===== src/design/lswf_pkg.sv =====
// ---------------------------------------------------------------------------
// lswf_pkg
// Shared types, widths and constants of the lidar wall and front ranger.
// ---------------------------------------------------------------------------
package lswf_pkg;

    localparam int DEF_CORDIC_STEPS  = 16;
    localparam int DEF_SENSOR_OFFSET = 655;
    localparam int MAX_CORDIC_STEPS  = 24;

    localparam int XW  = 36;  // CORDIC x/y datapath
    localparam int ZW  = 33;  // CORDIC angle, scaled by 2^30
    localparam int UW  = 26;  // magnitude after the offset
    localparam int SQW = 2 * UW;
    localparam int RW  = UW;  // root bits

    localparam logic [15:0] CORDIC_GAIN = 16'd39797;

    localparam logic signed [23:0] LEFT_LO   = 24'sd11436;
    localparam logic signed [23:0] LEFT_HI   = 24'sd14295;
    localparam logic signed [23:0] FRONT_LIM = 24'sd2130;
    localparam logic [15:0]        SIDE_MIN  = 16'd410;
    localparam logic signed [16:0] LAT_CLAMP = 17'sd819;
    localparam logic signed [16:0] OUT_CLAMP = 17'sd8192;

    localparam logic [29:0] ATAN_TAB [MAX_CORDIC_STEPS] = '{
        30'd843314856, 30'd497837829, 30'd263043836, 30'd133525158, 30'd67021686,
        30'd33543515, 30'd16775850, 30'd8388437, 30'd4194282, 30'd2097149,
        30'd1048575, 30'd524287, 30'd262143, 30'd131071, 30'd65535, 30'd32767,
        30'd16383, 30'd8191, 30'd4095, 30'd2047, 30'd1023, 30'd511, 30'd255, 30'd127
    };

    typedef enum logic [2:0] {
        CFG_ANGLE_START   = 3'd0,
        CFG_ANGLE_STEP    = 3'd1,
        CFG_RANGE_FLOOR   = 3'd2,
        CFG_RANGE_CEILING = 3'd3,
        CFG_WALL_TARGET   = 3'd4,
        CFG_SIDE_LIMIT    = 3'd5
    } cfg_idx_t;

    typedef struct packed {
        logic valid;
        logic last;
        logic front;
    } item_ctrl_t;

    typedef logic signed [XW-1:0] cordic_t;
    typedef logic signed [ZW-1:0] angle_t;

endpackage


===== src/design/lswf_cordic_cell.sv =====
// ---------------------------------------------------------------------------
// lswf_cordic_cell
// One rotation step of the rotation-mode chain, registered.
// ---------------------------------------------------------------------------
module lswf_cordic_cell #(
    parameter int STEP = 0
) (
    input  logic                  aclk,
    input  logic                  aresetn,
    input  logic                  adv,
    input  lswf_pkg::item_ctrl_t  ctrl_in,
    input  lswf_pkg::cordic_t     x_in,
    input  lswf_pkg::cordic_t     y_in,
    input  lswf_pkg::angle_t      z_in,
    output lswf_pkg::item_ctrl_t  ctrl_out,
    output lswf_pkg::cordic_t     x_out,
    output lswf_pkg::cordic_t     y_out,
    output lswf_pkg::angle_t      z_out
);
    import lswf_pkg::*;

    localparam angle_t ATAN = angle_t'({3'b000, ATAN_TAB[STEP]});

    item_ctrl_t ctrl_reg;
    cordic_t    x_reg, y_reg, x_next, y_next;
    angle_t     z_reg, z_next;

    always_comb begin
        if (!z_in[ZW-1]) begin
            x_next = x_in - (y_in >>> STEP);
            y_next = y_in + (x_in >>> STEP);
            z_next = z_in - ATAN;
        end else begin
            x_next = x_in + (y_in >>> STEP);
            y_next = y_in - (x_in >>> STEP);
            z_next = z_in + ATAN;
        end
    end

    always_ff @(posedge aclk) begin
        if (!aresetn) begin
            ctrl_reg <= '0;
        end else if (adv) begin
            ctrl_reg <= ctrl_in;
        end
        if (adv) begin
            x_reg <= x_next;
            y_reg <= y_next;
            z_reg <= z_next;
        end
    end

    assign ctrl_out = ctrl_reg;
    assign x_out    = x_reg;
    assign y_out    = y_reg;
    assign z_out    = z_reg;

endmodule


===== config.mk =====
export PLATFORM = sky130hd
export DESIGN_NAME = lswf_cordic_cell
export DESIGN_NICKNAME = d
export VERILOG_FILES = /design/src/design/lswf_pkg.sv /design/src/design/lswf_cordic_cell.sv
export SDC_FILE = /design/constraint.sdc
export NUM_CORES = 1
export LEC_CHECK = 0
export BUFFER_PORTS_ARGS = -buffer_cell sky130_fd_sc_hd__buf_2
export CAP_MARGIN = 20
export CORE_MARGIN = 3
export CORE_UTILIZATION = 34
export DETAILED_ROUTE_END_ITERATION = 8
export GPL_TIMING_DRIVEN = 0
export SETUP_SLACK_MARGIN = 0.4
export SLEW_MARGIN = 15
export SYNTH_ARGS = -nofsm -noshare
export SYNTH_HDL_FRONTEND = slang
export SYNTH_SLANG_ARGS = --single-unit

===== constraint.sdc =====
create_clock -name aclk -period 3.9 [get_ports aclk]
set_input_delay 0.585 -clock aclk [delete_from_list [all_inputs] [get_ports aclk]]
set_output_delay 0.585 -clock aclk [all_outputs]
set_load 0.02 [all_outputs]

Word level (Yosys, flattened, before mapping) --
Cells that the tools add are included.
Cells by class: mux-type cells 3, $add $sub $neg 5
Operators by type and width (count):
- 2-to-1 mux 36 bit | 2
- subtractor 36 bit | 2
- adder 36 bit | 1
- adder 33 x 31 -> 33 bit, second input constant | 1
- 2-to-1 mux 33 bit | 1
- subtractor 33 x 31 -> 33 bit, second input constant | 1
Storage, ports and cells: output and inout port bits 108, logic and storage cells 14, input port bits 111, bits in registers 108

Longest topological paths before layout --
word-level depth 2, gate-level depth with buffers 14

Least setup slack after synthesis --
Ideal clock, no wire load.
path kind in2reg, from input port z_in[32], to register z_reg[28] (netlist: z_out[28]) (data pin), path buffers 2, arrival time 3638 ps, cell stages on the path 13, slack 3 ps, path through clkbuf_1 inv_2 clkbuf_1 ha_1 a21oi_1 o21ai_0 a31oi_1 a21bo_2 a221o_1 a211oi_1 o31ai_1 a21oi_1 xnor2_1
Between the ends: word-level cells in the longest chain between the ends 1
Ends and longest elaborated chain:
- from (decl) | RTL line lswf_cordic_cell.sv:14 | input lswf_pkg::angle_t z_in,
- 2-to-1 mux 33 bit | RTL line lswf_cordic_cell.sv:29 | if (!z_in[ZW-1]) begin
- via z_next[28] | RTL line lswf_cordic_cell.sv:26 | angle_t z_reg, z_next;
- to (signal assigned) | RTL line lswf_cordic_cell.sv:49 | z_reg <= z_next;
- to (decl) | RTL line lswf_cordic_cell.sv:26
The timed path passes the listed nets, and every way through them passes these cells. A chain may end at the register's enable or synchronous reset.

Worst setup path after layout --
from input port x_in[6], to register y_reg[34] (netlist: y_out[34]) (data pin)
Between the ends: word-level cells in the longest chain between the ends 2
Ends and longest elaborated chain:
- from (decl) | RTL line lswf_cordic_cell.sv:12 | input lswf_pkg::cordic_t x_in,
- adder 36 bit or subtractor 36 bit (tied branches) | RTL line lswf_cordic_cell.sv:31, lswf_cordic_cell.sv:35
- 2-to-1 mux 36 bit * | RTL line lswf_cordic_cell.sv:29
- via y_next[34] | RTL line lswf_cordic_cell.sv:25 | cordic_t x_reg, y_reg, x_next, y_next;
- to (signal assigned) | RTL line lswf_cordic_cell.sv:48 | y_reg <= y_next;
- to (decl) | RTL line lswf_cordic_cell.sv:25
Mark *: on every way through the listed nets, which the timed path passes. The rest lies on a longest branch.

==> impl_results.md <==
- Status: finished clean
- Area leader, netlist: edfxtp_1
- R2R cell count: 2
- Worst Path Required: 4010 ps
- Via count: 10,462
- Largest net degree at the start of global routing: 66
- Post-Layout Cell Count: 1,900
- Total power: 4.440 mW
- Synth top area share: 28.83%
- Compound-gate portion of the synthesized area: 25.21%
- Max_cap viols: 0
- Synth Area in Adders: 16.56%
- Final Util: 41.98%
- Initial antenna violation count: 0
- CTS root buffer: clkbuf_16
- #FFs+latches synth: 107
- Syn nets: 1,513
- RSZ-0062 raised after global routing: true
- Vias per cell: 5.506
- Fmax achieved: 291.3 MHz
- Die width: 184.5 um
- Warnings, synthesis: 0
- R2r startpoint: ctrl_out[2]
- Detailed Place HPWL: 30,250 um
- Worst Setup EP: y_out[34]
- Crit path time final: 3432 ps
- Detailed Route WL: 37,500 um
- Largest family of logic cells by synthesized area: compound AO/OA/AOI/OAI gates
- DRT antenna net count: 0
- CTS tree: yes
- H-tree depth: 3
- CP Launch Point: x_in[6]
- Fillers: 3,152
- Slew HR: 43.39%
- GRT Overall Usage: 21.41%
- Layout area overhead: 20.10%
- Port Buffer Count: 218
- Clk sinks: 107
- Crit-path max FO: 10
- Clock Latency Late Sink: 360 ps
- Xor/xnor share of the synthesized area: 7.681%
- Io pins: 219
- WL/cell: 19.74 um
- Crit Path Category: in2reg
- Post-route clock period utilization: 88.01%
- Post-synthesis simple-gate area fraction: 13.85%
- Post-synthesis cell count: 1,261
- DRT iter0 DRCs: 1,064
- Arrival time of the worst setup path: 3540 ps
- Unique cell type count in the Yosys netlist: 80
- Ys flop type: edfxtp_1
- Setup TNS: 0 ps
- Hold crit path type: in2reg
- GR Overflow Total: 0
- Clock Tree Buf Depth: 2
- Async SR Flop Fraction: 0%
- Die area: 0.03404 mm^2
- Cells after DPL: 1,876
- Element type at the critical path end: flop
- First-pass GRT wire length: 57,010 um
- Cell Area, Synth: 0.01083 mm^2
- Top post-synthesis cells by area: edfxtp_1 (29%), ha_1 (16%), a21oi_1 (6.5%)
- CTS clk-pin slew, worst paths: 70 ps
- Setup-failing EPs final: 0
- Max IR drop VDD: 185.9 uV
- Clock skew: 0 ps
- Number of remaining DRC errors: 0
- Fin. Hold Viols: 0
- N_diodes: 0
- Layout cells sized above 1: 20.28%
- Worst r2r dst: ctrl_out[2]
- Hold_ws: 397.8 ps
- Initial core utilization: 34.96%
- 1st-pass router iterations: 5
- Final net count: 1,751
- Cts bufs inserted: 9
- Post-synthesis mux area share: 1.201%
- Cell row count: 64
- Worst-Margin Slew: 849.1 ps
- Core ar.: 0.03099 mm^2
- Fin. max-slew vios: 0
- Final GP Congestion: 0.9786
- Post-synth EDFFs: 104
- Avg Cell Area, Syn: 8.591 um^2
- Register area share after synthesis: 29.38%
- Flop2flop setup slack: 3300 ps
- Number of global-route vias before repair: 10,084
- Leak pwr: 5.764 nW
- Worst setup SP type: input pin
- Die height: 184.5 um
- Pwr per Cell Area: 341.2 mW/mm^2
## through the flow
step / worst slack [ps] / cell area (um^2)
global placement: -770.1 / 12420
finish: 467.6 / 13010
global route: 381.9 / 13010
floorplan: 476.6 / 10840
detailed placement: -776.1 / 12460
CTS: 418.2 / 12850
## how the worst min path moves through the flow
stage                            from  slack (ps)  depth (start not counted)          end
after global routing          z_in[0]         380                          1     z_out[0]
final                         z_in[0]         400                          1     z_out[0]
after detailed placement  ctrl_out[0]         510                          2  ctrl_out[0]
after global placement    ctrl_out[1]         500                          2  ctrl_out[1]
after CTS                     z_in[2]         380                          1     z_out[2]
after floorplan           ctrl_out[0]         590                          2  ctrl_out[0]
## synth_stat cells (all sizes together), types with 15 or more instances
cell type,number
a211oi,21
a21o,47
a21oi,143
a31oi,16
buf,20
clkbuf,30
edfxtp,104
ha,137
inv,120
nand2,54
nand3,28
nand4,22
nor2,109
nor2b,20
nor3,27
o21ai,77
o21bai,29
o31ai,17
xnor2,80
xor2,15
## logic make-up (layout without fill, tap and decap cells)
group / count (synthesis) / after routing
buffers and inverters: 171 / 414
AO/OA/AOI/OAI: 424 / 424
adder cells (fa/ha/maj): 141 / 141
flip-flops: 107 / 107
AND/OR/NAND/NOR: 310 / 310
multiplexers: 13 / 13
XOR/XNOR: 95 / 95
## cell usage in the layout (no fill, tap or decap), drive strengths merged, types with 21 or more instances in the layout
cell,instances
o21bai,29
nand4,22
nor3,27
nor2,109
clkbuf,39
ha,137
a21o,47
inv,123
a211oi,21
xnor2,80
o21ai,77
nand2,54
buf,247
nand3,28
a21oi,143
edfxtp,104
## registers in the layout, summed over array words and instances (netlist names)
| name | count |
|---|---|
| ctrl_out | 3 |
| x_out | 36 |
| y_out | 35 |
| z_out | 33 |
## area by class of cell
type / instances / area (um^2) / share of cell area (%)
multi-input combinational: 983 / 7149 / 54.95
sequential: 107 / 3183 / 24.47
timing repair buffer: 227 / 1201 / 9.233
tap: 396 / 495.5 / 3.808
inverter: 121 / 454.2 / 3.491
buffer: 50 / 242.7 / 1.866
clock buffer: 9 / 225.2 / 1.731
clock inverter: 7 / 58.81 / 0.4520
## power by group
group	leakage (nW)	internal, mW	switching, mW
registers	1.04	1.51	0.0458
logic	4.59	0.700	1.29
clock network	0.134	0.444	0.449
## critical path, cell delays in order
cell and delay, ps:
buf_2 100, inv_1 40, ha_1 290, buf_6 150, inv_1 140, a21oi_1 100
o21bai_1 540, a41oi_2 330, o31ai_4 370, a21oi_4 160, o31ai_2 360, a21oi_1 150
xor2_1 190
## per-layer routing
layer  GRT usage (%)  share of wire [%]
met1           29.73                 44
met2           33.66                 45
met3           4.835                8.8
met4           5.715                2.3
met5               0                  0
## repair_timing
action	in CTS	in global routing
gates resized for setup	14	25
cloned	1	0
hold buffers	0	0
endpoints found under the setup margin	24	23
pin swaps	3	7
setup buffers	3	4
(Power assumes the default switching activity.)
