$ cat config.mk
export PLATFORM = sky130hd
export DESIGN_NAME = lswf_sqrt_cell
export DESIGN_NICKNAME = d
export VERILOG_FILES = /design/src/design/lswf_pkg.sv /design/src/design/lswf_sqrt_cell.sv
export SDC_FILE = /design/constraint.sdc
export NUM_CORES = 1
export LEC_CHECK = 0
export ABC_AREA = 1
export BUFFER_PORTS_ARGS = -buffer_cell sky130_fd_sc_hd__buf_2
export CAP_MARGIN = 30
export CORE_MARGIN = 3
export CORE_UTILIZATION = 43
export CTS_BUF_LIST = sky130_fd_sc_hd__clkbuf_16
export DETAILED_ROUTE_END_ITERATION = 10
export PLACE_DENSITY = 0.77
export SLEW_MARGIN = 20
export SYNTH_ARGS = -nofsm -noshare
export SYNTH_HDL_FRONTEND = slang
export SYNTH_SLANG_ARGS = --single-unit
export TNS_END_PERCENT = 50
$ cat constraint.sdc
create_clock -name aclk -period 3.4 [get_ports aclk]
set_input_delay 0.34 -clock aclk [delete_from_list [all_inputs] [get_ports aclk]]
set_output_delay 0.34 -clock aclk [all_outputs]
set_load 0.1 [all_outputs]
$ cat src/design/lswf_pkg.sv
// ---------------------------------------------------------------------------
// lswf_pkg
// Shared types, widths and constants of the lidar wall and front ranger.
// ---------------------------------------------------------------------------
package lswf_pkg;

    localparam int DEF_CORDIC_STEPS  = 16;
    localparam int DEF_SENSOR_OFFSET = 655;
    localparam int MAX_CORDIC_STEPS  = 24;

    localparam int XW  = 36;  // CORDIC x/y datapath
    localparam int ZW  = 33;  // CORDIC angle, scaled by 2^30
    localparam int UW  = 26;  // magnitude after the offset
    localparam int SQW = 2 * UW;
    localparam int RW  = UW;  // root bits

    localparam logic [15:0] CORDIC_GAIN = 16'd39797;

    localparam logic signed [23:0] LEFT_LO   = 24'sd11436;
    localparam logic signed [23:0] LEFT_HI   = 24'sd14295;
    localparam logic signed [23:0] FRONT_LIM = 24'sd2130;
    localparam logic [15:0]        SIDE_MIN  = 16'd410;
    localparam logic signed [16:0] LAT_CLAMP = 17'sd819;
    localparam logic signed [16:0] OUT_CLAMP = 17'sd8192;

    localparam logic [29:0] ATAN_TAB [MAX_CORDIC_STEPS] = '{
        30'd843314856, 30'd497837829, 30'd263043836, 30'd133525158, 30'd67021686,
        30'd33543515, 30'd16775850, 30'd8388437, 30'd4194282, 30'd2097149,
        30'd1048575, 30'd524287, 30'd262143, 30'd131071, 30'd65535, 30'd32767,
        30'd16383, 30'd8191, 30'd4095, 30'd2047, 30'd1023, 30'd511, 30'd255, 30'd127
    };

    typedef enum logic [2:0] {
        CFG_ANGLE_START   = 3'd0,
        CFG_ANGLE_STEP    = 3'd1,
        CFG_RANGE_FLOOR   = 3'd2,
        CFG_RANGE_CEILING = 3'd3,
        CFG_WALL_TARGET   = 3'd4,
        CFG_SIDE_LIMIT    = 3'd5
    } cfg_idx_t;

    typedef struct packed {
        logic valid;
        logic last;
        logic front;
    } item_ctrl_t;

    typedef logic signed [XW-1:0] cordic_t;
    typedef logic signed [ZW-1:0] angle_t;

endpackage

$ cat src/design/lswf_sqrt_cell.sv
// ---------------------------------------------------------------------------
// lswf_sqrt_cell
// One digit of a restoring square root, registered.
// ---------------------------------------------------------------------------
module lswf_sqrt_cell (
    input  logic                          aclk,
    input  logic                          aresetn,
    input  logic                          adv,
    input  lswf_pkg::item_ctrl_t          ctrl_in,
    input  logic [lswf_pkg::SQW-1:0]      rad_in,
    input  logic [lswf_pkg::RW+1:0]       rem_in,
    input  logic [lswf_pkg::RW-1:0]       root_in,
    output lswf_pkg::item_ctrl_t          ctrl_out,
    output logic [lswf_pkg::SQW-1:0]      rad_out,
    output logic [lswf_pkg::RW+1:0]       rem_out,
    output logic [lswf_pkg::RW-1:0]       root_out
);
    import lswf_pkg::*;

    item_ctrl_t       ctrl_reg;
    logic [SQW-1:0]   rad_reg;
    logic [RW+1:0]    rem_reg, rem_next, rem_shift, trial;
    logic [RW-1:0]    root_reg, root_next;

    always_comb begin
        rem_shift = {rem_in[RW-1:0], rad_in[SQW-1 -: 2]};
        trial     = {root_in, 2'b01};
        if (rem_shift >= trial) begin
            rem_next  = rem_shift - trial;
            root_next = {root_in[RW-2:0], 1'b1};
        end else begin
            rem_next  = rem_shift;
            root_next = {root_in[RW-2:0], 1'b0};
        end
    end

    always_ff @(posedge aclk) begin
        if (!aresetn) begin
            ctrl_reg <= '0;
        end else if (adv) begin
            ctrl_reg <= ctrl_in;
        end
        if (adv) begin
            rad_reg  <= {rad_in[SQW-3:0], 2'b00};
            rem_reg  <= rem_next;
            root_reg <= root_next;
        end
    end

    assign ctrl_out = ctrl_reg;
    assign rad_out  = rad_reg;
    assign rem_out  = rem_reg;
    assign root_out = root_reg;

endmodule

* Yosys cells after proc, flatten, opt, wreduce, memory -nomap -nowiden
Cells that the tools add are included.
** Word-level totals
- Register bits :: 107
- Input bits :: 112
** Operators by class
- Add/subtract/negate cells :: 1
- Magnitude comparators :: 1
- Multiplexer cells :: 2
** Operators with widths (number)
- 28-bit >= comparator :: 1
- 28-bit 2-to-1 mux :: 1
- 28-bit subtractor :: 1
- 1-bit 2-to-1 mux :: 1

* Depth between registers and ports, before layout
- Depth in word-level cells :: 2
- Gate-level depth with buffers :: 14
- Mapped depth without buffers :: 13

* Least setup slack after synthesis
No wires, ideal clock.
- Path kind :: input-to-reg
- From :: in root_in[12] (netlist name)
- To :: reg rem_reg[10], in the netlist rem_out[10], data pin
- Data arrival time :: 1.701 ns
- Required time :: 3.144 ns
- Setup slack :: 1.444 ns
- Stages :: 13
- Buffers on the path :: 1
- Cell sequence :: inv_1 -> ha_1 -> nand2_2 -> inv_1 -> nand2_1 -> nand2_1 -> nand2_1 -> nand2_1 -> a21oi_4 -> nand3_4 -> buf_4 -> nand2_1 -> o21ai_1
** On the way
- Cells in the longest elaborated chain, start to end :: 2
** Ends and longest elaborated chain
- start: declaration :: RTL line lswf_sqrt_cell.sv:12 : input logic [lswf_pkg::RW-1:0] root_in,
- 28-bit >= comparator :: RTL line lswf_sqrt_cell.sv:28 : if (rem_shift >= trial) begin
- 28-bit 2-to-1 mux :: RTL line lswf_sqrt_cell.sv:28
- via rem_next[10] :: RTL line lswf_sqrt_cell.sv:22 : logic [RW+1:0] rem_reg, rem_next, rem_shift, trial;
- end signal: assignment :: RTL line lswf_sqrt_cell.sv:45 : rem_reg <= rem_next;
- end: declaration :: RTL line lswf_sqrt_cell.sv:22
The timed path passes the listed nets, and every way through them passes these cells.
A chain may end at the register's enable or synchronous reset.

* Worst setup path in the final report
- From :: in root_in[14] (netlist name)
- To :: reg rem_reg[7], in the netlist rem_out[7], data pin
The elaborated chain is that of the path after synthesis.

==> metrics.yaml <==
global_routing:
  maximum_number_of_pins_on_one_net_before_global_route_repair: 59
  grt_antenna_before_repair: 1
  first_global_vias: 4746
  grt_util_all_layers: 0.198
  globalRoute.totalOverflow: 0
  grt_first_pass_wirelength_um: 23100
detailed_routing:
  route.detailed.wl_per_inst_um: 14.2
  routed.top_layer: "met5"
  viasPerCell: 4.65
  dr.pass1.iters: 5
  route.layer.met1.wl_um: 6400
  dr_wl_met2_um: 7590
  drc_errors: 0
  drt_iter0_markers: 325
  ant_nets: 0
  route.final.wire_length_um: 15300
  num_vias: 5019
  met3_length_um: 1020
sta:
  finClkSkew_ns: 0
  number_of_hold_violations_in_the_final_report: 0
  total_negative_slack_ns: 0
  min_period_over_period: 0.660
  finalSetupViolCount: 0
  slew_headroom: 0.586
  fmax_ghz: 0.446
  worst_pin_slew_ns: 0.621
  grt_setup_unrepaired: "no"
  fin_worst_setup_slack_ns: 1.16
  hold-worst-slack_ns: 0.155
  timing_max_transition_violations_final: 0
  finalCriticalPeriod_ns: 2.24
yosys:
  synthTopCellsByArea: "edfxtp_1, nand2_1, inv_1"
  synth_enable_flop_cells: 104
  yosysSeqAreaShare: 0.537
  netlist.area_leader.share: 0.527
  flip_flop_and_latch_count_after_synthesis: 107
  synthesis.instances: 676
  syn_area_per_cell_um2: 8.77
  synth_top_flop_cell: "edfxtp_1"
  post_synth_instance_area_mm2: 0.00593
  yosys.cell_types.count: 31
  postSynth.asyncResetShare: 0
  synth_top_cell_by_area: "edfxtp_1"
  ys_warn_count: 0
power_and_ir_drop:
  p_sw_mw: 1.84
  max-vdd-ir-drop_mv: 0.244
  power.combinational.fraction: 0.380
  intPower_mw: 2.38
  power-per-cell-area_mw_per_mm2: 564
  seq_power_share: 0.385
  part_of_the_total_power_dissipated_in_the_clock_network: 0.236
  static-leakage-power_nw: 3.96
  netSwitchingFraction: 0.436
placed_design:
  gp_routability_congestion: 0.936
  port_buffers: 216
  pre_cts_ws_ns: 0.827
  dp_cells: 1064
  place.detailed.hpwl_um: 12100
floorplanning:
  initial_utilization: 0.444
  floorplan.core_area_mm2: 0.0133
  io-pin-count: 221
  number_of_rows_created_at_floorplan: 42
  die-width_um: 123
  die_area_mm2: 0.0152
  die_outline_height_um: 123
flow_run:
  max_cap_viols: 0
clock_tree:
  clock_tree.buffer_depth: 2
  htreeDepth: 3
  cts-buffers-inserted: 9
  post_cts_hold_buffer_count: 0
  cts_resized: 0
  clock_insertion_delay_worst_skew_ns: 0.35
  tritoncts_num_sinks: 107
  clock_tree.root_cell: "clkbuf_16"
  tritoncts: "yes"
  postCtsSetupBuffers: 0
  clkSlewWorstSetupHoldPaths_ns: 0.07
finish:
  num-nets-final: 1039
  antennaDiodeCount: 0
  share_of_cells_above_drive_strength_1: 0.280
  layoutNonFillerInstCount: 1080
  area.growth.synth_to_final_pct: 26.3
  fin_util: 0.561
worst_setup_path:
  crit_path_start_kind: "primary input"
  crit_family: "simple AND/OR/NAND/NOR gates"
  cp.required_ns: 3.60
  critPathKind: "primary input to register"
  crit_path_cell_trace: "buf_2, inv_1, ha_1, nand2_1, nor2_1, nand2_1, clkinv_1, nand3_4, nand3_4, buf_4, nand2_1, o21ai_1"
  peak_fanout_along_the_critical_path: 20
  path_common_cell: "nand2_1"
  worst-path-buf-inv: 4
  critical-path-slowest-cell: "ha_1"
  cpPeakStageDelay_ns: 0.33
  critical_path_end_type: "register"
  worst-endpoint-arrival_ns: 2.44
outcome:
  outcome: "finished clean"
worst_hold_path:
  hold_path_class: "primary input to register"
per-layer routing:
metal | track usage | vias up
met5 | 0 | -
met4 | 0.0727 | 2
met3 | 0.0302 | 22
met2 | 0.357 | 185
met1 | 0.237 | 2228
li1 | - | 2582
metrics by stage:
| stage | power, mW | instance area [um2] |
|---|---|---|
| floorplan | 2.95 | 5930 |
| global placement | 3.24 | 7210 |
| detailed placement | 3.26 | 7210 |
| CTS | 4.25 | 7490 |
| global route | 4.40 | 7490 |
| finish | 4.22 | 7490 |
synth_stat cells (4+ instances only):
cell / instances
inv_1: 140
nand4_1: 20
nor2_1: 39
o21ai_1: 10
nand3b_1: 7
ha_1: 28
nand3_1: 30
o21ai_0: 4
edfxtp_1: 104
a21oi_1: 14
nand2_1: 232
xor2_1: 13
power groups by stage:
stage	Combinational, mW	Sequential [mW]	Clock, mW
4_1_cts	1.61	1.63	1.02
5_1_grt	1.70	1.64	1.06
6_report	1.60	1.62	0.995
3_3_place_gp	1.59	1.65	0
2_1_floorplan	0.383	2.57	0
3_5_place_dp	1.61	1.65	0
final cells by class:
cell class              count  area, um2
flip-flops and latches    107       3180
multi-input cells         417       2140
clock inverters             7       51.3
clock buffers               9        225
well taps                 176        220
inverters                 143        537
fillers                  1261       5860
repair buffers            221       1130
cells by family (layout without fill, tap and decap cells):
logic type               count (synthesis)  count (layout)  share of synthesized area
AND/OR/NAND/NOR                        341             341                      0.249
buffers and inverters                  153             380                      0.103
flip-flops                             107             107                      0.537
AO/OA/AOI/OAI                           32              32                     0.0306
adder cells (fa/ha/maj)                 28              28                     0.0591
XOR/XNOR                                14              14                     0.0207
other                                    1               2                   0.000632
flip-flops by register name, summed over array words and instances, names as in the netlist:
signal    cells
ctrl_out      3
rem_out      28
root_out     26
rad_out      50
worst paths after layout:
check | startpoint | end | slack [ns] | depth (start not counted)
min | rad_in[33] | rad_out[35] | 0.15 | 1
max reg2reg | ctrl_out[1] | ctrl_out[1] | 2.78 | 2
min reg2reg | ctrl_out[2] | ctrl_out[2] | 0.51 | 2
max | root_in[14] | rem_out[7] | 1.16 | 12
layout by cell type (no fill, tap or decap), types with 3 or more instances in the layout:
cell type  instances
o21ai_1           10
nand3b_1           7
o21ai_0            4
inv_1            141
clkbuf_16          9
ha_1              28
nand3_1           30
nor2_1            39
nand2_2            3
a21oi_1           14
nor2_2             3
nand4_1           20
buf_4              5
xor2_1            13
buf_2            215
dfxtp_1            3
nand2_1          232
edfxtp_1         104
(Power assumes the default switching activity.)
